## config.mk

```make
export PLATFORM = sky130hd
export DESIGN_NAME = bmp24_to_vga8_pixel_stream_flat
export DESIGN_NICKNAME = d
export VERILOG_FILES = /design/src/rtl/core/bvp_pkg.sv /design/src/rtl/core/bvp_stream_if.sv /design/src/rtl/core/bmp24_to_vga8_pixel_stream.sv /design/src/rtl/core/bvp_ctrl.sv /design/src/rtl/core/bvp_datapath.sv /design/src/flat_wrapper.sv
export SDC_FILE = /design/constraint.sdc
export NUM_CORES = 1
export LEC_CHECK = 0
export ABC_AREA = 1
export BUFFER_PORTS_ARGS = -buffer_cell sky130_fd_sc_hd__buf_2
export CORE_MARGIN = 5
export CORE_UTILIZATION = 40
export DETAILED_ROUTE_END_ITERATION = 12
export SYNTH_ARGS = -nofsm -noshare
export SYNTH_HDL_FRONTEND = slang
export SYNTH_SLANG_ARGS = --single-unit
```

## constraint.sdc

```tcl
create_clock -name clk -period 6.1 [get_ports clk]
set_input_delay 1.525 -clock clk [delete_from_list [all_inputs] [get_ports clk]]
set_output_delay 1.525 -clock clk [all_outputs]
set_load 0.02 [all_outputs]
```

## src/rtl/core/bvp_pkg.sv

```systemverilog
`timescale 1ns / 1ps

package bvp_pkg;

  // Default screen geometry of the framebuffer.
  localparam int DEF_SCREEN_WIDTH  = 320;
  localparam int DEF_SCREEN_HEIGHT = 200;

  // Field widths of the channels.
  localparam int DATA_BYTE_W   = 8;
  localparam int FB_ADDRESS_W  = 16;
  localparam int PIXEL_INDEX_W = 8;

  // Configuration port and register widths.
  localparam int CFG_INDEX_W    = 4;
  localparam int CFG_DATA_W     = 9;
  localparam int IMAGE_WIDTH_W  = 9;
  localparam int IMAGE_HEIGHT_W = 8;
  localparam int COLOR_MODE_W   = 2;
  localparam int LIGHTNESS_W    = 7;

  // Register indexes.
  localparam logic [CFG_INDEX_W-1:0] REG_IMAGE_WIDTH  = 4'd0;
  localparam logic [CFG_INDEX_W-1:0] REG_IMAGE_HEIGHT = 4'd1;
  localparam logic [CFG_INDEX_W-1:0] REG_COLOR_MODE   = 4'd2;
  localparam logic [CFG_INDEX_W-1:0] REG_LIGHTNESS    = 4'd3;

  // Register reset values.
  localparam logic [IMAGE_WIDTH_W-1:0]  RST_IMAGE_WIDTH  = 9'd320;
  localparam logic [IMAGE_HEIGHT_W-1:0] RST_IMAGE_HEIGHT = 8'd200;
  localparam logic [COLOR_MODE_W-1:0]   RST_COLOR_MODE   = 2'd0;
  localparam logic [LIGHTNESS_W-1:0]    RST_LIGHTNESS    = 7'd4;

  // Color mode codes. With both bits set, grayscale wins.
  localparam logic [COLOR_MODE_W-1:0] MODE_PACK64    = 2'd0;
  localparam logic [COLOR_MODE_W-1:0] MODE_GRAY      = 2'd1;
  localparam logic [COLOR_MODE_W-1:0] MODE_LIGHTNESS = 2'd2;
  localparam logic [COLOR_MODE_W-1:0] MODE_GRAY_BOTH = 2'd3;

  // Byte phase codes within one pixel.
  localparam logic [1:0] PHASE_BLUE  = 2'd0;
  localparam logic [1:0] PHASE_GREEN = 2'd1;
  localparam logic [1:0] PHASE_RED   = 2'd2;

  // Only the two top quotient bits of the lightness division are used.
  localparam int DIV_STEPS = 2;
  localparam int DIV_CNT_W = (DIV_STEPS > 1) ? $clog2(DIV_STEPS) : 1;

  // Reciprocal of three for sums below 256: floor(s / 3) = (s * 171) >> 9.
  localparam logic [15:0] RECIP_THREE       = 16'd171;
  localparam int          RECIP_THREE_SHIFT = 9;

  typedef enum logic [1:0] {
    ST_IDLE,
    ST_DIVIDE,
    ST_EMIT
  } state_t;

  // Commands from the controller to the datapath.
  typedef struct packed {
    logic take_byte;
    logic div_step;
    logic load_out;
  } ctrl_cmd_t;

  // Status from the datapath to the controller.
  typedef struct packed {
    logic pixel_start;
    logic use_divider;
    logic div_done;
    logic out_free;
  } dp_status_t;

endpackage

```

## src/rtl/core/bvp_stream_if.sv

```systemverilog
`timescale 1ns / 1ps

// Byte channel into the block.
interface bvp_byte_if;
  logic                           valid;
  logic                           ready;
  logic [bvp_pkg::DATA_BYTE_W-1:0] data_byte;
  logic                           frame_start;

  modport source (output valid, output data_byte, output frame_start, input ready);
  modport sink (input valid, input data_byte, input frame_start, output ready);
endinterface

// Pixel channel out of the block.
interface bvp_pixel_if;
  logic                             valid;
  logic                             ready;
  logic [bvp_pkg::FB_ADDRESS_W-1:0]  fb_address;
  logic [bvp_pkg::PIXEL_INDEX_W-1:0] pixel_index;
  logic                             frame_done;

  modport source (output valid, output fb_address, output pixel_index, output frame_done,
                  input ready);
  modport sink (input valid, input fb_address, input pixel_index, input frame_done,
                output ready);
endinterface

// Register write channel.
interface bvp_cfg_if;
  logic                           valid;
  logic                           ready;
  logic [bvp_pkg::CFG_INDEX_W-1:0] reg_index;
  logic [bvp_pkg::CFG_DATA_W-1:0]  reg_data;

  modport source (output valid, output reg_index, output reg_data, input ready);
  modport sink (input valid, input reg_index, input reg_data, output ready);
endinterface

```

## src/rtl/core/bmp24_to_vga8_pixel_stream.sv

```systemverilog
`timescale 1ns / 1ps

// Converts the pixel bytes of a bottom-up 24-bit bitmap into framebuffer writes.
// pixel_in carries one data byte per transaction, blue, green, red; frame_start
// restarts the position counters before its byte. Row padding is dropped.
// pixel_out carries one transaction per pixel: centered framebuffer address,
// palette index and a frame_done flag on the last pixel of the image.
// cfg writes image_width, image_height, color_mode and lightness by index;
// it is always ready; the user must write it only while the block is idle, as
// the block itself does not enforce that. A byte that does not complete a pixel
// is taken in the idle state. The red byte is accepted and then emitted; in
// lightness mode, a restoring divider between the two finds the two brightness
// bits, one bit per cycle. No byte is taken until the pixel has been loaded
// into the output register.
// Reset restores the register defaults, clears the position counters and
// drops the output valid.
// When the receiver stalls, the result holds in the output register; the next
// pixel's bytes are still accepted and that pixel waits in its emit step.
module bmp24_to_vga8_pixel_stream #(
  parameter int SCREEN_WIDTH  = bvp_pkg::DEF_SCREEN_WIDTH,
  parameter int SCREEN_HEIGHT = bvp_pkg::DEF_SCREEN_HEIGHT
) (
  input  logic               clk,
  input  logic               rst,
  bvp_byte_if.sink           pixel_in,
  bvp_pixel_if.source        pixel_out,
  bvp_cfg_if.sink            cfg
);
  import bvp_pkg::*;

  ctrl_cmd_t  cmd;
  dp_status_t status;

  // Register writes are always taken.
  assign cfg.ready = 1'b1;

  // Controller.
  bvp_ctrl u_ctrl (
    .clk      (clk),
    .rst      (rst),
    .in_valid (pixel_in.valid),
    .in_ready (pixel_in.ready),
    .status   (status),
    .cmd      (cmd)
  );

  // Datapath.
  bvp_datapath #(
    .SCREEN_WIDTH  (SCREEN_WIDTH),
    .SCREEN_HEIGHT (SCREEN_HEIGHT)
  ) u_datapath (
    .clk         (clk),
    .rst         (rst),
    .cmd         (cmd),
    .status      (status),
    .data_byte   (pixel_in.data_byte),
    .frame_start (pixel_in.frame_start),
    .cfg_write   (cfg.valid),
    .cfg_index   (cfg.reg_index),
    .cfg_data    (cfg.reg_data),
    .out_valid   (pixel_out.valid),
    .out_ready   (pixel_out.ready),
    .fb_address  (pixel_out.fb_address),
    .pixel_index (pixel_out.pixel_index),
    .frame_done  (pixel_out.frame_done)
  );

endmodule

```

## src/rtl/core/bvp_ctrl.sv

```systemverilog
`timescale 1ns / 1ps

module bvp_ctrl (
  input  logic                clk,
  input  logic                rst,
  input  logic                in_valid,
  output logic                in_ready,
  input  bvp_pkg::dp_status_t status,
  output bvp_pkg::ctrl_cmd_t  cmd
);
  import bvp_pkg::*;

  state_t state;
  state_t state_next;

  // State register.
  always_ff @(posedge clk) begin
    if (rst) begin
      state <= ST_IDLE;
    end else begin
      state <= state_next;
    end
  end

  // Next state and commands.
  always_comb begin
    state_next    = state;
    cmd           = '0;
    in_ready      = 1'b0;
    unique case (state)
      ST_IDLE: begin
        in_ready      = 1'b1;
        cmd.take_byte = in_valid;
        if (in_valid && status.pixel_start) begin
          state_next = status.use_divider ? ST_DIVIDE : ST_EMIT;
        end
      end
      ST_DIVIDE: begin
        cmd.div_step = 1'b1;
        if (status.div_done) begin
          state_next = ST_EMIT;
        end
      end
      ST_EMIT: begin
        if (status.out_free) begin
          cmd.load_out = 1'b1;
          state_next   = ST_IDLE;
        end
      end
      default: begin
        state_next = ST_IDLE;
      end
    endcase
  end

  // A pixel never waits in the emit state once the output slot is free.
  assert property (@(posedge clk) disable iff (rst)
    (state == ST_EMIT && status.out_free) |=> state == ST_IDLE)
    else $error("emit state did not return to idle");

  // A pixel in lightness mode goes through the divider.
  assert property (@(posedge clk) disable iff (rst)
    (cmd.take_byte && status.pixel_start && status.use_divider) |=> state == ST_DIVIDE)
    else $error("lightness pixel skipped the divider");

  // No byte is taken while a pixel is still being worked on.
  assert property (@(posedge clk) disable iff (rst)
    (state == ST_DIVIDE || state == ST_EMIT) |-> !cmd.take_byte)
    else $error("byte taken while busy");

endmodule

```

## src/rtl/core/bvp_datapath.sv

```systemverilog
`timescale 1ns / 1ps

module bvp_datapath #(
  parameter int SCREEN_WIDTH  = bvp_pkg::DEF_SCREEN_WIDTH,
  parameter int SCREEN_HEIGHT = bvp_pkg::DEF_SCREEN_HEIGHT
) (
  input  logic                                clk,
  input  logic                                rst,
  input  bvp_pkg::ctrl_cmd_t                  cmd,
  output bvp_pkg::dp_status_t                 status,
  input  logic [bvp_pkg::DATA_BYTE_W-1:0]     data_byte,
  input  logic                                frame_start,
  input  logic                                cfg_write,
  input  logic [bvp_pkg::CFG_INDEX_W-1:0]     cfg_index,
  input  logic [bvp_pkg::CFG_DATA_W-1:0]      cfg_data,
  output logic                                out_valid,
  input  logic                                out_ready,
  output logic [bvp_pkg::FB_ADDRESS_W-1:0]    fb_address,
  output logic [bvp_pkg::PIXEL_INDEX_W-1:0]   pixel_index,
  output logic                                frame_done
);
  import bvp_pkg::*;

  localparam int XW = $clog2(SCREEN_WIDTH);
  localparam int YW = $clog2(SCREEN_HEIGHT);

  // Configuration registers.
  logic [IMAGE_WIDTH_W-1:0]  image_width;
  logic [IMAGE_HEIGHT_W-1:0] image_height;
  logic [COLOR_MODE_W-1:0]   color_mode;
  logic [LIGHTNESS_W-1:0]    lightness;

  // Position state.
  logic [1:0] byte_phase;
  logic [1:0] byte_phase_next;
  logic [7:0] held_blue;
  logic [7:0] held_green;
  logic [8:0] column_count;
  logic [8:0] column_count_next;
  logic [7:0] row_count;
  logic [7:0] row_count_next;
  logic [1:0] pad_count;
  logic [1:0] pad_count_next;
  logic       frame_finished;
  logic       frame_finished_next;

  // Pixel registers latched on the red byte.
  logic [XW-1:0] pix_x;
  logic [YW-1:0] pix_y;
  logic [5:0]    pix_packed;
  logic [7:0]    pix_gray_sum;
  logic          pix_last;
  logic [7:0]    div_den;
  logic [7:0]    div_rem;
  logic [7:0]    div_low;
  logic [1:0]    div_q;
  logic [DIV_CNT_W-1:0] div_count;

  // Effective state after an optional frame restart.
  logic [1:0] phase_e;
  logic [8:0] col_e;
  logic [7:0] row_e;
  logic [1:0] pad_e;
  logic       fin_e;
  logic       pixel_start;

  // Clamped image size and the pixel position.
  logic [8:0] eff_w;
  logic [7:0] eff_h;
  logic [8:0] col_clamp;
  logic [7:0] row_clamp;
  logic       last_col;
  logic       last_row;
  logic [9:0] col_sum;
  logic [8:0] row_sum;
  logic [9:0] rgb_sum;

  // Divider step.
  logic [8:0] div_trial;
  logic       div_ge;

  // Output index and address.
  logic [15:0] gray_prod;
  logic [7:0]  index_val;
  logic [FB_ADDRESS_W-1:0] address_val;

  // Register writes.
  always_ff @(posedge clk) begin
    if (rst) begin
      image_width  <= RST_IMAGE_WIDTH;
      image_height <= RST_IMAGE_HEIGHT;
      color_mode   <= RST_COLOR_MODE;
      lightness    <= RST_LIGHTNESS;
    end else if (cfg_write) begin
      unique case (cfg_index)
        REG_IMAGE_WIDTH:  image_width  <= cfg_data[IMAGE_WIDTH_W-1:0];
        REG_IMAGE_HEIGHT: image_height <= cfg_data[IMAGE_HEIGHT_W-1:0];
        REG_COLOR_MODE:   color_mode   <= cfg_data[COLOR_MODE_W-1:0];
        REG_LIGHTNESS:    lightness    <= cfg_data[LIGHTNESS_W-1:0];
        default: begin
        end
      endcase
    end
  end

  // Image size, zero taken as one and saturated to the screen.
  always_comb begin
    if (image_width == '0) begin
      eff_w = 9'd1;
    end else if ({23'b0, image_width} > 32'(SCREEN_WIDTH)) begin
      eff_w = 9'(SCREEN_WIDTH);
    end else begin
      eff_w = image_width;
    end
    if (image_height == '0) begin
      eff_h = 8'd1;
    end else if ({24'b0, image_height} > 32'(SCREEN_HEIGHT)) begin
      eff_h = 8'(SCREEN_HEIGHT);
    end else begin
      eff_h = image_height;
    end
  end

  // Effective state and next position state for a taken byte.
  always_comb begin
    phase_e = frame_start ? PHASE_BLUE : byte_phase;
    col_e   = frame_start ? 9'd0 : column_count;
    row_e   = frame_start ? 8'd0 : row_count;
    pad_e   = frame_start ? 2'd0 : pad_count;
    fin_e   = frame_start ? 1'b0 : frame_finished;

    pixel_start = !fin_e && (pad_e == 2'd0) && (phase_e == PHASE_RED);

    col_sum  = {1'b0, col_e} + 10'd1;
    row_sum  = {1'b0, row_e} + 9'd1;
    last_col = col_sum >= {1'b0, eff_w};
    last_row = row_sum >= {1'b0, eff_h};
    col_clamp = (col_e < eff_w) ? col_e : 9'(eff_w - 9'd1);
    row_clamp = (row_e < eff_h) ? row_e : 8'(eff_h - 8'd1);

    byte_phase_next     = phase_e;
    column_count_next   = col_e;
    row_count_next      = row_e;
    pad_count_next      = pad_e;
    frame_finished_next = fin_e;
    if (!fin_e) begin
      if (pad_e != 2'd0) begin
        pad_count_next = 2'(pad_e - 2'd1);
      end else if (phase_e == PHASE_GREEN) begin
        byte_phase_next = PHASE_RED;
      end else if (phase_e != PHASE_RED) begin
        byte_phase_next = PHASE_GREEN;
      end else begin
        byte_phase_next = PHASE_BLUE;
        if (last_col) begin
          column_count_next = 9'd0;
          if (last_row) begin
            frame_finished_next = 1'b1;
          end else begin
            row_count_next = row_sum[7:0];
            pad_count_next = eff_w[1:0];
          end
        end else begin
          column_count_next = col_sum[8:0];
        end
      end
    end
  end

  // Position state registers.
  always_ff @(posedge clk) begin
    if (rst) begin
      byte_phase     <= PHASE_BLUE;
      column_count   <= '0;
      row_count      <= '0;
      pad_count      <= '0;
      frame_finished <= 1'b0;
    end else if (cmd.take_byte) begin
      byte_phase     <= byte_phase_next;
      column_count   <= column_count_next;
      row_count      <= row_count_next;
      pad_count      <= pad_count_next;
      frame_finished <= frame_finished_next;
    end
  end

  // Held color bytes.
  always_ff @(posedge clk) begin
    if (cmd.take_byte && !fin_e && pad_e == 2'd0) begin
      if (phase_e == PHASE_GREEN) begin
        held_green <= data_byte;
      end else if (phase_e != PHASE_RED) begin
        held_blue <= data_byte;
      end
    end
  end

  assign rgb_sum = {2'b0, data_byte} + {2'b0, held_green} + {2'b0, held_blue};

  // Latch the pixel: screen position, packed color, gray sum and last-pixel flag.
  always_ff @(posedge clk) begin
    if (cmd.take_byte && pixel_start) begin
      pix_x <= XW'(((32'(SCREEN_WIDTH) - {23'b0, eff_w}) >> 1) + {23'b0, col_clamp});
      pix_y <= YW'(((32'(SCREEN_HEIGHT) - {24'b0, eff_h}) >> 1)
                   + {24'b0, eff_h} - 32'd1 - {24'b0, row_clamp});
      pix_packed   <= {held_blue[7:6], held_green[7:6], data_byte[7:6]};
      pix_gray_sum <= {2'b0, data_byte[7:2]} + {2'b0, held_green[7:2]}
                      + {2'b0, held_blue[7:2]};
      pix_last     <= last_col && last_row;
    end
  end

  // Restoring divider for the top two bits of the brightness average.
  assign div_trial = {div_rem, div_low[7]};
  assign div_ge    = div_trial >= {1'b0, div_den};

  always_ff @(posedge clk) begin
    if (cmd.take_byte && pixel_start) begin
      div_den   <= 8'd3 + {1'b0, lightness};
      div_rem   <= 8'(({9'b0, lightness} + 16'(rgb_sum[9:8])));
      div_low   <= rgb_sum[7:0];
      div_count <= '0;
    end else if (cmd.div_step) begin
      div_rem   <= div_ge ? 8'(div_trial - {1'b0, div_den}) : div_trial[7:0];
      div_low   <= {div_low[6:0], 1'b0};
      div_q     <= {div_q[0], div_ge};
      div_count <= DIV_CNT_W'(div_count + 1'b1);
    end
  end

  // Palette index and framebuffer address.
  always_comb begin
    gray_prod = {8'b0, pix_gray_sum} * RECIP_THREE;
    case (color_mode) inside
      MODE_GRAY, MODE_GRAY_BOTH: index_val = 8'(gray_prod >> RECIP_THREE_SHIFT);
      MODE_LIGHTNESS:            index_val = {div_q, pix_packed};
      default:                   index_val = {2'b0, pix_packed};
    endcase
    address_val = FB_ADDRESS_W'(32'(pix_y) * 32'(SCREEN_WIDTH) + 32'(pix_x));
  end

  // Output register; it holds while the receiver stalls.
  always_ff @(posedge clk) begin
    if (rst) begin
      out_valid <= 1'b0;
    end else if (cmd.load_out) begin
      out_valid <= 1'b1;
    end else if (out_ready) begin
      out_valid <= 1'b0;
    end
  end

  always_ff @(posedge clk) begin
    if (cmd.load_out) begin
      fb_address  <= address_val;
      pixel_index <= index_val;
      frame_done  <= pix_last;
    end
  end

  // Status to the controller.
  always_comb begin
    status.pixel_start = pixel_start;
    status.use_divider = (color_mode == MODE_LIGHTNESS);
    status.div_done    = (div_count == DIV_CNT_W'(DIV_STEPS - 1));
    status.out_free    = !out_valid || out_ready;
  end

  // A finished frame takes no more pixels until a restart.
  assert property (@(posedge clk) disable iff (rst)
    (cmd.take_byte && !frame_start && frame_finished) |-> !pixel_start)
    else $error("pixel started after the frame was finished");

  // Padding is skipped before any color byte of the next row.
  assert property (@(posedge clk) disable iff (rst)
    (pad_count != 2'd0) |-> (byte_phase == PHASE_BLUE))
    else $error("padding pending in the middle of a pixel");

  // A stalled result stays in place.
  assert property (@(posedge clk) disable iff (rst)
    (out_valid && !out_ready) |=> (out_valid && $stable(fb_address) && $stable(pixel_index)))
    else $error("stalled result changed");

endmodule

```

## src/flat_wrapper.sv

```systemverilog
// flat-port wrapper written by rule: the top's interface ports become plain ports
module bmp24_to_vga8_pixel_stream_flat import bvp_pkg::*;
#(
  parameter int SCREEN_WIDTH  = bvp_pkg::DEF_SCREEN_WIDTH,
  parameter int SCREEN_HEIGHT = bvp_pkg::DEF_SCREEN_HEIGHT
)
  (clk, rst, pixel_in_valid, pixel_in_data_byte, pixel_in_frame_start, pixel_in_ready, pixel_out_valid, pixel_out_fb_address, pixel_out_pixel_index, pixel_out_frame_done, pixel_out_ready, cfg_valid, cfg_reg_index, cfg_reg_data, cfg_ready);
  bvp_byte_if pixel_in_i ();
  bvp_pixel_if pixel_out_i ();
  bvp_cfg_if cfg_i ();
  input  logic clk;
  input  logic rst;
  input wire logic [$bits(pixel_in_i.valid)-1:0] pixel_in_valid;
  input wire logic [$bits(pixel_in_i.data_byte)-1:0] pixel_in_data_byte;
  input wire logic [$bits(pixel_in_i.frame_start)-1:0] pixel_in_frame_start;
  output wire logic [$bits(pixel_in_i.ready)-1:0] pixel_in_ready;
  output wire logic [$bits(pixel_out_i.valid)-1:0] pixel_out_valid;
  output wire logic [$bits(pixel_out_i.fb_address)-1:0] pixel_out_fb_address;
  output wire logic [$bits(pixel_out_i.pixel_index)-1:0] pixel_out_pixel_index;
  output wire logic [$bits(pixel_out_i.frame_done)-1:0] pixel_out_frame_done;
  input wire logic [$bits(pixel_out_i.ready)-1:0] pixel_out_ready;
  input wire logic [$bits(cfg_i.valid)-1:0] cfg_valid;
  input wire logic [$bits(cfg_i.reg_index)-1:0] cfg_reg_index;
  input wire logic [$bits(cfg_i.reg_data)-1:0] cfg_reg_data;
  output wire logic [$bits(cfg_i.ready)-1:0] cfg_ready;
  assign pixel_in_i.valid = pixel_in_valid;
  assign pixel_in_i.data_byte = pixel_in_data_byte;
  assign pixel_in_i.frame_start = pixel_in_frame_start;
  assign pixel_in_ready = pixel_in_i.ready;
  assign pixel_out_valid = pixel_out_i.valid;
  assign pixel_out_fb_address = pixel_out_i.fb_address;
  assign pixel_out_pixel_index = pixel_out_i.pixel_index;
  assign pixel_out_frame_done = pixel_out_i.frame_done;
  assign pixel_out_i.ready = pixel_out_ready;
  assign cfg_i.valid = cfg_valid;
  assign cfg_i.reg_index = cfg_reg_index;
  assign cfg_i.reg_data = cfg_reg_data;
  assign cfg_ready = cfg_i.ready;
  bmp24_to_vga8_pixel_stream #(.SCREEN_WIDTH(SCREEN_WIDTH), .SCREEN_HEIGHT(SCREEN_HEIGHT)) u_core (.clk(clk), .rst(rst), .pixel_in(pixel_in_i), .pixel_out(pixel_out_i), .cfg(cfg_i));
endmodule
```

Word level (Yosys, flattened, before mapping) --
Index checks and enable logic that the tools add are counted.
Word-level totals: register bits 151, input bits 27, output and inout bits 28, word-level logic and storage cells 158
Operators by class: add/subtract/negate cells 20, multipliers 2, order comparisons 7, equality and inequality tests 14, mux-type cells 57, bitwise gates (word level) 3, reduce and logical (&&, ||, !) cells 28
Operator list (count):
- 8-bit two-way mux | 15
- 9-bit two-way mux | 9
- 2-bit two-way mux | 15
- 9-bit by 8-bit greater-or-equal comparator with 1-bit output | 2
- 16-bit by 9-bit adder with 16-bit output | 1
- 8-bit by 8-bit multiplier with 16-bit output (second input constant) | 1
- 8-bit by 1-bit subtractor with 8-bit output (second input constant) | 2
- 8-bit subtractor | 2
- 1-bit two-way mux | 15
- 7-bit two-way mux | 2
- 2-bit AND reduction | 6
- 9-bit by 1-bit adder with 10-bit output (second input constant) | 1
- 9-bit by 8-bit adder with 10-bit output | 1
- 10-bit by 9-bit greater-or-equal comparator with 1-bit output | 1
- 8-bit by 3-bit multiplier with 10-bit output (second input constant) | 1
- 9-bit by 9-bit subtractor with 10-bit output (first input constant) | 1
- 8-bit by 1-bit adder with 9-bit output (second input constant) | 1
- 8-bit by 8-bit adder with 9-bit output | 1
- 9-bit adder | 1
- 9-bit > comparator (second input constant) | 1
- 9-bit zero test | 1
- 9-bit < comparator | 1
- 8-bit by 8-bit subtractor with 9-bit output (first input constant) | 1
- 9-bit by 1-bit subtractor with 9-bit output (second input constant) | 1
- 27 further kinds | 48

Logic depth before layout (Yosys ltp) --
Gate-level depths: netlist of the first run.
depth after elaboration 10, depth in mapped cells 29

By module --
From an unflattened synthesis of the first run, not the netlist that was laid out.
Second synthesis, totals: cells, all modules 1324, area total of the unflattened synthesis 11250.8 µm²
By module, submodules not included:
- bvp_datapath | instances 1, cells each 1297, area each 11080.6 µm², sequential area each 3973.8 µm²
- bvp_ctrl | instances 1, cells each 25, area each 158.9 µm², sequential area each 40.0 µm²
- bmp24_to_vga8_pixel_stream | instances 1, cells each 2, area each 11.3 µm², sequential area each 0.0 µm²

Least setup slack after synthesis of the first run --
Ideal clock, no wire load.
kind input-to-reg, from input pixel_in_frame_start, to register u_core.u_datapath.pix_y[7], data pin, library setup time 260 ps, data arrival time 4949 ps, data required time 5840 ps, slack 891 ps, stages 22, path buffers 3, cells stage by stage buf_6 -> buf_2 -> nor2_1 -> inv_1 -> ha_1 -> nor2_1 -> nor2_1 -> o21ai_1 -> nand4_1 -> nand2_2 -> clkbuf_1 -> o21ai_0 -> fa_1 -> inv_1 -> fa_1 -> o21ai_0 -> nand2_1 -> nand2_1 -> a21oi_1 -> xnor2_1 -> xnor2_1 -> xnor2_1
On the way: longest elaborated chain between the ends 4
Ends and longest elaborated chain:
- start: declaration | RTL line flat_wrapper.sv:15 | input wire logic [$bits(pixel_in_i.frame_start)-1:0] pixel_in_frame_start;
- 8-bit two-way mux * | RTL line bvp_datapath.sv:128 | row_e = frame_start ? 8'd0 : row_count;
- 8-bit < comparator | RTL line bvp_datapath.sv:139 | row_clamp = (row_e < eff_h) ? row_e : 8'(eff_h - 8'd1);
- 8-bit two-way mux * | RTL line bvp_datapath.sv:139
- 8-bit subtractor * | RTL line bvp_datapath.sv:205 | + {24'b0, eff_h} - 32'd1 - {24'b0, row_clamp});
- end signal: assignment | RTL line bvp_datapath.sv:204 | pix_y <= YW'(((32'(SCREEN_HEIGHT) - {24'b0, eff_h}) >> 1)
- end: declaration | RTL line bvp_datapath.sv:49 | logic [YW-1:0] pix_y;
Every way passes the cells marked *; elsewhere a longest branch is shown, timed or not. A chain may end at the register's enable or synchronous reset.

Final worst setup path of the first run --
Same ends and word-level chain as after synthesis.

==> results of run 1 <==
==> routing by layer <==
| layer | up-vias | routed length [um] | share of wire, % | track usage (%) |
|---|---|---|---|---|
| met5 | - | 11 | 0.046 | 0 |
| met4 | 2 | 252 | 1.1 | 4.13 |
| met3 | 20 | 1150 | 4.8 | 3.10 |
| met2 | 151 | 11000 | 47 | 25.9 |
| met1 | 3910 | 11200 | 47 | 21.7 |
| li1 | 4338 | - | - | - |
==> cells in the mapped netlist, drive strengths merged (3+ instances only) <==
| library cell | number | area, um^2 |
|---|---|---|
| inv | 227 | 857 |
| nand2 | 201 | 821 |
| ha | 127 | 1590 |
| a21oi | 106 | 542 |
| nor2 | 103 | 443 |
| o21ai | 102 | 514 |
| edfxtp | 99 | 2970 |
| dfxtp | 52 | 1040 |
| xor2 | 52 | 455 |
| fa | 33 | 661 |
| nand3 | 33 | 180 |
| xnor2 | 26 | 228 |
| nand4 | 21 | 138 |
| nor3 | 17 | 118 |
| clkbuf | 15 | 56.3 |
| a221oi | 8 | 70.1 |
| buf | 8 | 51.3 |
| o211ai | 6 | 60.1 |
| o31ai | 6 | 45.0 |
| a211oi | 5 | 37.5 |
| nor4 | 4 | 31.3 |
| a31oi | 3 | 25.0 |
| clkinv | 3 | 16.3 |
| nand3b | 3 | 22.5 |
| o21bai | 3 | 26.3 |
==> per-stage QoR <==
step | hold WS [ns] | total power, uW
after floorplan | 0.400 | 1430
after global placement | 0.404 | 1510
after detailed placement | 0.405 | 1520
after CTS | 0.421 | 2670
after global routing | 0.432 | 2770
final | 0.419 | 2640
==> cell type report <==
cell class                 count  area (um^2)  area share (%)
multi-input combinational    870         6100            49.1
sequential                   151         4010            32.3
inverter                     230          873            7.03
clock buffer                  25          543            4.37
tap                          378          473            3.81
timing repair buffer          59          310            2.50
clock inverter                 7          103           0.826
==> worst min path at each step <==
stage,end,start,cells after the start,slack (ns)
global route,u_core.u_datapath.fb_address[2],u_core.u_datapath.pix_x[2],0,0.43
global placement,u_core.u_datapath.fb_address[4],u_core.u_datapath.pix_x[4],0,0.40
floorplan,u_core.u_datapath.fb_address[0],u_core.u_datapath.pix_x[0],0,0.40
CTS,u_core.u_datapath.fb_address[2],u_core.u_datapath.pix_x[2],0,0.42
detailed placement,u_core.u_datapath.fb_address[2],u_core.u_datapath.pix_x[2],0,0.40
finish,u_core.u_datapath.fb_address[2],u_core.u_datapath.pix_x[2],0,0.42
==> power groups by stage <==
| stage | logic (uW) | clock network [uW] | registers, uW |
|---|---|---|---|
| final | 366 | 1140 | 1130 |
| after global routing | 423 | 1210 | 1130 |
| after CTS | 369 | 1170 | 1130 |
| after detailed placement | 365 | 0 | 1150 |
| after global placement | 359 | 0 | 1150 |
| after floorplan | 278 | 0 | 1150 |
==> logic make-up (layout without fill, tap and decap cells) <==
group	count (synthesis)	in the layout	share of synthesized area [%]
compound gates	247	247	12.5
xor+xnor	78	78	6.16
fa+ha+maj	160	160	20.3
buf+inv	253	321	8.85
flops	151	151	36.2
other cells	1	1	0.0338
simple gates	384	384	15.9
==> flip-flops by register name (all words and copies together), names as in the netlist, 9 cells and up <==
register / count
u_core.u_datapath.image_width: 9
u_core.u_datapath.pix_x: 9
u_core.u_datapath.fb_address: 16
u_core.u_datapath.column_count: 9
==> placed cells by master, fill, tap and decap left out, types with 3 or more instances in the layout <==
cell,n
nand2_4,5
ha_1,127
o211ai_2,3
o21ai_0,92
xnor2_1,26
inv_2,7
nand3_2,3
nor4_1,3
nand2_2,5
o211ai_1,3
nor2_1,87
inv_1,219
nand3_1,30
a211oi_1,5
clkinv_4,3
o21ai_1,9
buf_4,6
nor2_4,3
buf_2,53
fa_1,33
o31ai_1,6
nand4_1,20
nor2_2,12
nand3b_1,3
a221oi_1,8
nand2_1,190
xor2_1,52
a21oi_1,103
a21oi_2,3
dfxtp_1,52
clkbuf_16,20
nor3_1,13
edfxtp_1,99
==> flow_metrics.env, run 1 <==
export IMPL_power_density_mw_per_mm2=212
export IMPL_drc=0
export IMPL_ir_worst_vdd_v=0.000138
export IMPL_clock_latency_ns=0.43
export IMPL_wl_per_cell_um=13.8
export IMPL_synth_async_sr_flop_share_pct=0
export IMPL_syn_inst=1274
export IMPL_ys_seq_area_share_pct=36.2
export IMPL_cts_made_buffers=17
export IMPL_die_x_um=176
export IMPL_required_ns=6.27
export IMPL_cpMaxStageDelayCell="fa_1"
export IMPL_core_mm2=0.0276
export IMPL_switching_share_pct=25.5
export IMPL_cp_depth=21
export IMPL_root_buffer="clkbuf_16"
export IMPL_grt_pass1_vias=8153
export IMPL_grt_max_degree=56
export IMPL_rsz0062_at_grt="false"
export IMPL_power_leakage_uw=0.00566
export IMPL_start_kind="primary input"
export IMPL_syn_avg_cell_area_um2=8.70
export IMPL_grt_remaining_overflow=0
export IMPL_pwr_share_clk_pct=43.2
export IMPL_crit_end="u_core.u_datapath.pix_y[7]"
export IMPL_cts_sinks=151
export IMPL_switchingPower_uw=671
export IMPL_placed_area_mm2=0.0118
export IMPL_endpoint_kind="flop"
export IMPL_htreeDepth=4
export IMPL_diodes=0
export IMPL_share_comb_of_total_power_pct=13.9
export IMPL_die_area_mm2=0.0311
export IMPL_drt_total_wl_mm=23.7
export IMPL_maxCapViolations=0
export IMPL_max_freq_mhz=191
export IMPL_regToRegSetupSlack_ns=0.92
export IMPL_place_ws_ns=0.463
export IMPL_synth_cell_types=56
export IMPL_intPower_uw=1970
export IMPL_tightest_slew_ns=0.965
export IMPL_clockBufferDepth=2
export IMPL_num_vias=8421
export IMPL_slowest_delay_ns=0.40
export IMPL_critPathTopFamily="adder cells"
export IMPL_dp_cells=1688
export IMPL_fin_crit_ns=5.23
export IMPL_crit_buf_inv=3
export IMPL_initial_core_util_pct=40.2
export IMPL_hold_path_class="reg -> reg"
export IMPL_hold_buffers=0
export IMPL_fillers=2726
export IMPL_stdcell_count=1720
export IMPL_post_cts_buffers=0
export IMPL_grt_antenna_before_repair=1
export IMPL_finalSetupTns_ns=0
export IMPL_ys_ff_latch=151
export IMPL_regToRegEndpoint="u_core.u_datapath.pix_y[7]"
export IMPL_ant_nets=0
export IMPL_ys_flop_type="edfxtp_1"
export IMPL_port_buffers=53
export IMPL_area_delta_synth_final_pct=12.0
export IMPL_ios=55
export IMPL_reg2reg_from="u_core.u_datapath.image_height[6]"
export IMPL_cts_tree="built"
export IMPL_period_share_pct=85.8
export IMPL_crit_chain="buf_2 > nor2_1 > ha_1 > a21oi_1 > nor2_1 > a211oi_1 > nand2_2 > o21ai_0 > xor2_1 > inv_1 > ha_1 > ha_1 > inv_1 > fa_1 > o21ai_0 > nand2_1 > nand2_1 > a21oi_1 > xnor2_1 > xnor2_1 > xnor2_1"
export IMPL_drive_above_1_share_pct=10.9
export IMPL_rows=61
export IMPL_finClkSkew_ns=0.0113
export IMPL_vias_per_cell=4.90
export IMPL_postLayoutCellArea_mm2=0.0124
export IMPL_outcome="finished, final reports clean"
export IMPL_die_h_um=176
export IMPL_hpwl_mm=18.6
export IMPL_worst_r2r_cell_count=26
export IMPL_syn_nets=1461
export IMPL_place_gp_congestion=0.848
export IMPL_drtIter0Drc=469
export IMPL_maxSlewViolCount=0
export IMPL_crit_path_start="pixel_in_frame_start"
export IMPL_setup_violations=0
export IMPL_critPathArrivalTime_ns=5.41
export IMPL_yosysWarnings=0
export IMPL_firstDrtPassIters=5
export IMPL_crit_fanout=16
export IMPL_synth_edf_count=99
export IMPL_final_nets=1516
export IMPL_syn_cell_area_mm2=0.0111
export IMPL_cts_resized_gates=0
export IMPL_hold_viol_final=0
export IMPL_setup_ws_ns=0.866
export IMPL_fin_util_pct=45.1
export IMPL_track_usage_pct=15.8
export IMPL_slew_headroom_pct=35.4
export IMPL_setup_worst_path_class="in -> reg"
export IMPL_grt_pass1_wl_mm=39.8
export IMPL_seq_power_share_pct=42.9
export IMPL_clk_pin_slew_worst_paths_ns=0.07
(Power assumes the default switching activity.)
==> run 2, diff against run 1 <==
==> constraint.sdc (replaced) <==
create_clock -name clk -period 4.4 [get_ports clk]
set_input_delay 1.1 -clock clk [delete_from_list [all_inputs] [get_ports clk]]
set_output_delay 1.1 -clock clk [all_outputs]
set_load 0.05 [all_outputs]
==> run 2 against run 1 <==
  * Cell area rose by 4.6%
  * Non-clock buffer count up 71
  * Core utilization rose by 2.1 points
  * Global-route usage increased by 0.69 points
  * Largest power group is now registers
  * Highest routed layer is now met4
==> flow_metrics.env, run 2 (synthesis results as in run 1) <==
export IMPL_die_h_um=176
export IMPL_layout_commonest_cell="inv_1"
export IMPL_power_density_mw_per_mm2=273
export IMPL_period_share_pct=95.3
export IMPL_maxCapViolations=0
export IMPL_cts_made_buffers=17
export IMPL_outcome="finished, final reports clean"
export IMPL_final_nets=1587
export IMPL_vias_per_cell=4.89
export IMPL_fin_crit_ns=4.19
export IMPL_cts_tree="built"
export IMPL_largest_reg_flops=16
export IMPL_clk_pin_slew_worst_paths_ns=0.07
export IMPL_final_cell_mix="inv_1 (215), nand2_1 (188), ha_1 (127)"
export IMPL_port_buffers=53
export IMPL_hold_path_class="reg -> reg"
export IMPL_firstDrtPassIters=5
export IMPL_grt_remaining_overflow=0
export IMPL_reg2reg_from="u_core.u_datapath.image_height[0]"
export IMPL_maxSlewViolCount=0
export IMPL_hold_viol_final=0
export IMPL_grt_antenna_before_repair=0
export IMPL_die_x_um=176
export IMPL_top_layer_used="met4"
export IMPL_crit_fanout=5
export IMPL_root_buffer="clkbuf_16"
export IMPL_start_kind="flop"
export IMPL_track_usage_pct=16.5
export IMPL_worst_r2r_cell_count=28
export IMPL_htreeDepth=4
export IMPL_drt_total_wl_mm=25.1
export IMPL_top_register="u_core.u_datapath.fb_address"
export IMPL_ios=55
export IMPL_ant_nets=0
export IMPL_wl_per_cell_um=14.0
export IMPL_hpwl_mm=19.8
export IMPL_drive_above_1_share_pct=17.3
export IMPL_cpMaxStageDelayCell="fa_2"
export IMPL_placed_area_mm2=0.0123
export IMPL_drc=0
export IMPL_ir_worst_vdd_v=0.000171
export IMPL_p_total_uw=3540
export IMPL_diodes=0
export IMPL_initial_core_util_pct=40.2
export IMPL_setup_violations=0
export IMPL_regToRegEndpoint="u_core.u_datapath.pix_y[7]"
export IMPL_switchingPower_uw=971
export IMPL_cts_sinks=151
export IMPL_switching_share_pct=27.4
export IMPL_seq_power_share_pct=44.3
export IMPL_setup_ws_ns=0.208
export IMPL_num_vias=8761
export IMPL_required_ns=4.57
export IMPL_slowest_delay_ns=0.35
export IMPL_critPathArrivalTime_ns=4.36
export IMPL_slew_headroom_pct=43.4
export IMPL_grt_pass1_wl_mm=41.9
export IMPL_grt_max_degree=56
export IMPL_clockBufferDepth=2
export IMPL_pwr_share_clk_pct=39.4
export IMPL_postLayoutCellArea_mm2=0.0130
export IMPL_die_area_mm2=0.0311
export IMPL_setup_worst_path_class="reg -> reg"
export IMPL_place_ws_ns=-0.264
export IMPL_crit_path_start="u_core.u_datapath.image_height[0]"
export IMPL_grt_pass1_vias=8641
export IMPL_max_freq_mhz=239
export IMPL_drt_met1_wl_mm=11.9
export IMPL_place_gp_congestion=0.867
export IMPL_finClkSkew_ns=0.0161
export IMPL_share_comb_of_total_power_pct=16.3
export IMPL_core_mm2=0.0276
export IMPL_hold_depth=0
export IMPL_met2WireLength_mm=11.7
export IMPL_rows=61
export IMPL_wl_met3_um=944
export IMPL_area_delta_synth_final_pct=17.2
export IMPL_whs_ns=0.421
export IMPL_endpoint_kind="flop"
export IMPL_finalSetupTns_ns=0
export IMPL_tightest_slew_ns=0.847
export IMPL_cpMostUsedCell="inv_1"
export IMPL_intPower_uw=2570
export IMPL_power_leakage_uw=0.00599
export IMPL_drtIter0Drc=485
export IMPL_hold_buffers=0
export IMPL_regToRegSetupSlack_ns=0.21
export IMPL_clock_latency_ns=0.43
export IMPL_crit_end="u_core.u_datapath.pix_y[7]"
==> run 2: worst max-delay path: cells and delay by family, from the launching register on <==
family                     cells  cell delay (ns)
DFF                            1             0.29
xor gates and xnor gates       4             0.56
adders and majority gates      4             1.09
buffers and inverters          6             0.53
AOI/OAI and AO/OA              5             0.70
and+or+nand+nor                9             0.75
==> run 2: power by group through the flow <==
stage	Sequential (uW)	Combinational [uW]	Clock, uW
final	1570	578	1400
after global placement	1600	557	0
after global routing	1570	658	1490
after detailed placement	1600	564	0
after CTS	1570	571	1430
after floorplan	1600	390	0
==> run 2: worst min path at each step <==
stage	startpoint	end	slack, ns
final	u_core.u_datapath.pix_last	u_core.u_datapath.frame_done	0.42
after global routing	u_core.u_datapath.pix_last	u_core.u_datapath.frame_done	0.43
after CTS	u_core.u_datapath.pix_last	u_core.u_datapath.frame_done	0.42
after detailed placement	u_core.u_datapath.pix_last	u_core.u_datapath.frame_done	0.41
after global placement	u_core.u_datapath.pix_last	u_core.u_datapath.frame_done	0.41
after floorplan	u_core.u_datapath.pix_x[0]	u_core.u_datapath.fb_address[0]	0.40
==> run 2: final cells by class <==
| type | count | area (um^2) |
|---|---|---|
| Clock buffer | 21 | 472 |
| Fill cell | 2643 | 14600 |
| Timing Repair Buffer | 130 | 862 |
| Tap cell | 378 | 473 |
| Inverter | 230 | 873 |
| Multi-Input combinational cell | 870 | 6200 |
| Sequential cell | 151 | 4020 |
| Clock inverter | 11 | 83.8 |
==> run 2: what timing repair did <==
action                     4_1_cts  5_1_grt
setup endpoints to repair        0        5
setup buffers                    0       10
resized for setup                0       30
==> run 2: per-layer routing <==
layer	vias to the layer above	track usage [%]
met5	-	0
met4	0	5.16
met3	31	2.21
met2	167	27.3
met1	4069	22.6
li1	4494	-
==> run 2: per-stage QoR <==
| step | utilization [%] | std cells |
|---|---|---|
| after floorplan | - | 1274 |
| after global placement | 44.5 | 1749 |
| after detailed placement | 44.5 | 1749 |
| after CTS | 46.5 | 1781 |
| after global routing | 47.1 | 1791 |
| final | 47.1 | 1791 |
==> run 3, diff against run 2 <==
==> constraint.sdc (replaced) <==
create_clock -name clk -period 4.4 [get_ports clk]
set_input_delay 0.88 -clock clk [delete_from_list [all_inputs] [get_ports clk]]
set_output_delay 0.88 -clock clk [all_outputs]
set_load 0.05 [all_outputs]
==> run 3 against run 2 <==
  * Worst setup slack better by 0.12 ns
  * Highest routed layer is now met5
  * Via count is 1.3% lower
  * Largest power group unchanged
  * Total power up 1.0%
  * Sequential power about the same
  * Maximum frequency rose by 2.9%
  * Clock skew is 0.0023 ns lower
==> flow_metrics.env, run 3 (synthesis results as in run 1) <==
export IMPL_crit_fanout=10
export IMPL_die_h_um=176
export IMPL_switchingPower_uw=1010
export IMPL_grt_pass1_vias=8481
export IMPL_cpMostUsedCell="nand2_1"
export IMPL_postLayoutCellArea_mm2=0.0127
export IMPL_placed_area_mm2=0.0121
export IMPL_ant_nets=0
export IMPL_tightest_slew_ns=0.943
export IMPL_cts_tree="built"
export IMPL_num_vias=8649
export IMPL_port_buffers=53
export IMPL_clock_latency_ns=0.43
export IMPL_clk_pin_slew_worst_paths_ns=0.07
export IMPL_finClkSkew_ns=0.0138
export IMPL_cts_made_buffers=17
export IMPL_slowest_delay_ns=0.51
export IMPL_drc=0
export IMPL_ir_worst_vdd_v=0.000186
export IMPL_die_area_mm2=0.0311
export IMPL_power_density_mw_per_mm2=281
export IMPL_rsz0062_at_grt="true"
export IMPL_outcome="finished, final reports clean"
export IMPL_period_share_pct=92.6
export IMPL_intPower_uw=2570
export IMPL_diodes=0
export IMPL_hold_path_class="reg -> reg"
export IMPL_setup_worst_path_class="reg -> reg"
export IMPL_grt_max_degree=56
export IMPL_setup_violations=0
export IMPL_track_usage_pct=16.3
export IMPL_grt_pass1_wl_mm=41.2
export IMPL_layout_commonest_cell="inv_1"
export IMPL_max_freq_mhz=246
export IMPL_vias_per_cell=4.90
export IMPL_ios=55
export IMPL_area_delta_synth_final_pct=14.9
export IMPL_firstDrtPassIters=5
export IMPL_crit_end="u_core.u_datapath.pix_y[7]"
export IMPL_final_nets=1560
export IMPL_share_comb_of_total_power_pct=15.4
export IMPL_required_ns=4.59
export IMPL_power_leakage_uw=0.00586
export IMPL_hold_viol_final=0
export IMPL_setup_ws_ns=0.327
export IMPL_drive_above_1_share_pct=14.7
export IMPL_rows=61
export IMPL_seq_power_share_pct=43.8
export IMPL_switching_share_pct=28.2
export IMPL_drtIter0Drc=544
export IMPL_maxCapViolations=0
export IMPL_place_ws_ns=-0.153
export IMPL_drt_total_wl_mm=24.8
export IMPL_grt_remaining_overflow=0
export IMPL_fin_crit_ns=4.07
export IMPL_worst_r2r_cell_count=27
export IMPL_initial_core_util_pct=40.2
export IMPL_maxSlewViolCount=0
export IMPL_core_mm2=0.0276
export IMPL_regToRegEndpoint="u_core.u_datapath.pix_y[7]"
export IMPL_grt_antenna_before_repair=1
export IMPL_cts_sinks=151
export IMPL_crit_path_start="u_core.u_datapath.image_height[2]"
export IMPL_dp_cells=1731
export IMPL_top_register="u_core.u_datapath.fb_address"
export IMPL_largest_reg_flops=16
export IMPL_reg2reg_from="u_core.u_datapath.image_height[2]"
export IMPL_clockBufferDepth=2
export IMPL_root_buffer="clkbuf_16"
export IMPL_start_kind="flop"
export IMPL_endpoint_kind="flop"
export IMPL_wl_per_cell_um=14.1
export IMPL_htreeDepth=4
export IMPL_stdcell_count=1764
export IMPL_slew_headroom_pct=37.0
export IMPL_regToRegSetupSlack_ns=0.33
export IMPL_cpMaxStageDelayCell="fa_1"
export IMPL_final_cell_mix="inv_1 (219), nand2_1 (190), ha_1 (126)"
export IMPL_pwr_share_clk_pct=40.8
export IMPL_critPathArrivalTime_ns=4.26
export IMPL_place_gp_congestion=0.866
export IMPL_hpwl_mm=19.2
export IMPL_fillers=2697
export IMPL_die_x_um=176
export IMPL_fin_util_pct=46.2
-- run 3: cell count changes in the layout (fill, tap and decap cells not counted), sizes merged --
cell    change
clkbuf      -3
bufinv      +1
buf        -27
inv         +1
clkinv      +1
-- run 3: cell type report --
class                           count  area, um^2  area share [%]
Multi-Input combinational cell    870        6170            48.4
Sequential cell                   151        4020            31.5
Inverter                          230         873            6.86
Timing Repair Buffer              103         641            5.03
Tap cell                          378         473            3.71
Clock buffer                       18         430            3.38
Clock inverter                     14         139            1.09
-- run 3: power by group through the flow --
stage | Combinational (uW) | Sequential [uW] | Clock [uW]
after floorplan | 387 | 1600 | 0
after global placement | 532 | 1600 | 0
after detailed placement | 539 | 1600 | 0
after CTS | 546 | 1570 | 1490
after global routing | 628 | 1570 | 1550
final | 550 | 1570 | 1460
-- run 3: worst max-delay path: cells and delay by family, from the launching register on --
kind / cells / cell delay (ns)
xor+xnor: 3 / 0.42
compound gates: 5 / 0.63
fa+ha+maj: 3 / 1.10
buf+inv: 5 / 0.48
simple gates: 11 / 0.90
flops: 1 / 0.32
-- run 3: worst min-delay path by stage --
stage | from | end | slack [ns] | cells after the start
after floorplan | u_core.u_datapath.pix_x[0] | u_core.u_datapath.fb_address[0] | 0.40 | 0
after global placement | u_core.u_datapath.pix_x[5] | u_core.u_datapath.fb_address[5] | 0.41 | 0
after detailed placement | u_core.u_datapath.pix_x[3] | u_core.u_datapath.fb_address[3] | 0.40 | 0
after CTS | u_core.u_datapath.pix_x[3] | u_core.u_datapath.fb_address[3] | 0.42 | 0
after global routing | u_core.u_datapath.pix_x[3] | u_core.u_datapath.fb_address[3] | 0.44 | 0
final | u_core.u_datapath.pix_x[3] | u_core.u_datapath.fb_address[3] | 0.42 | 0
-- run 3: metrics by stage --
step | setup TNS [ns] | total power [uW] | hold WS, ns
global placement | -0.0114 | 2130 | 0.405
floorplan | 0 | 1990 | 0.400
CTS | 0 | 3600 | 0.422
finish | 0 | 3580 | 0.420
detailed placement | -0.153 | 2140 | 0.405
global route | -0.0356 | 3750 | 0.436
-- run 3: routing by layer --
metal  GRT usage (%)  share of wire (%)
met5               0              0.077
met4            4.71                1.8
met3            2.66                3.3
met2            26.7                 46
met1            22.3                 48
-- run 3: repair_timing --
item,CTS,global route
endpoints found under the setup margin,1,3
endpoints found under the hold margin,0,0
gates resized for setup,1,13
hold buffers,0,0
pin swaps,0,5
cloned,0,0
setup buffers,0,1
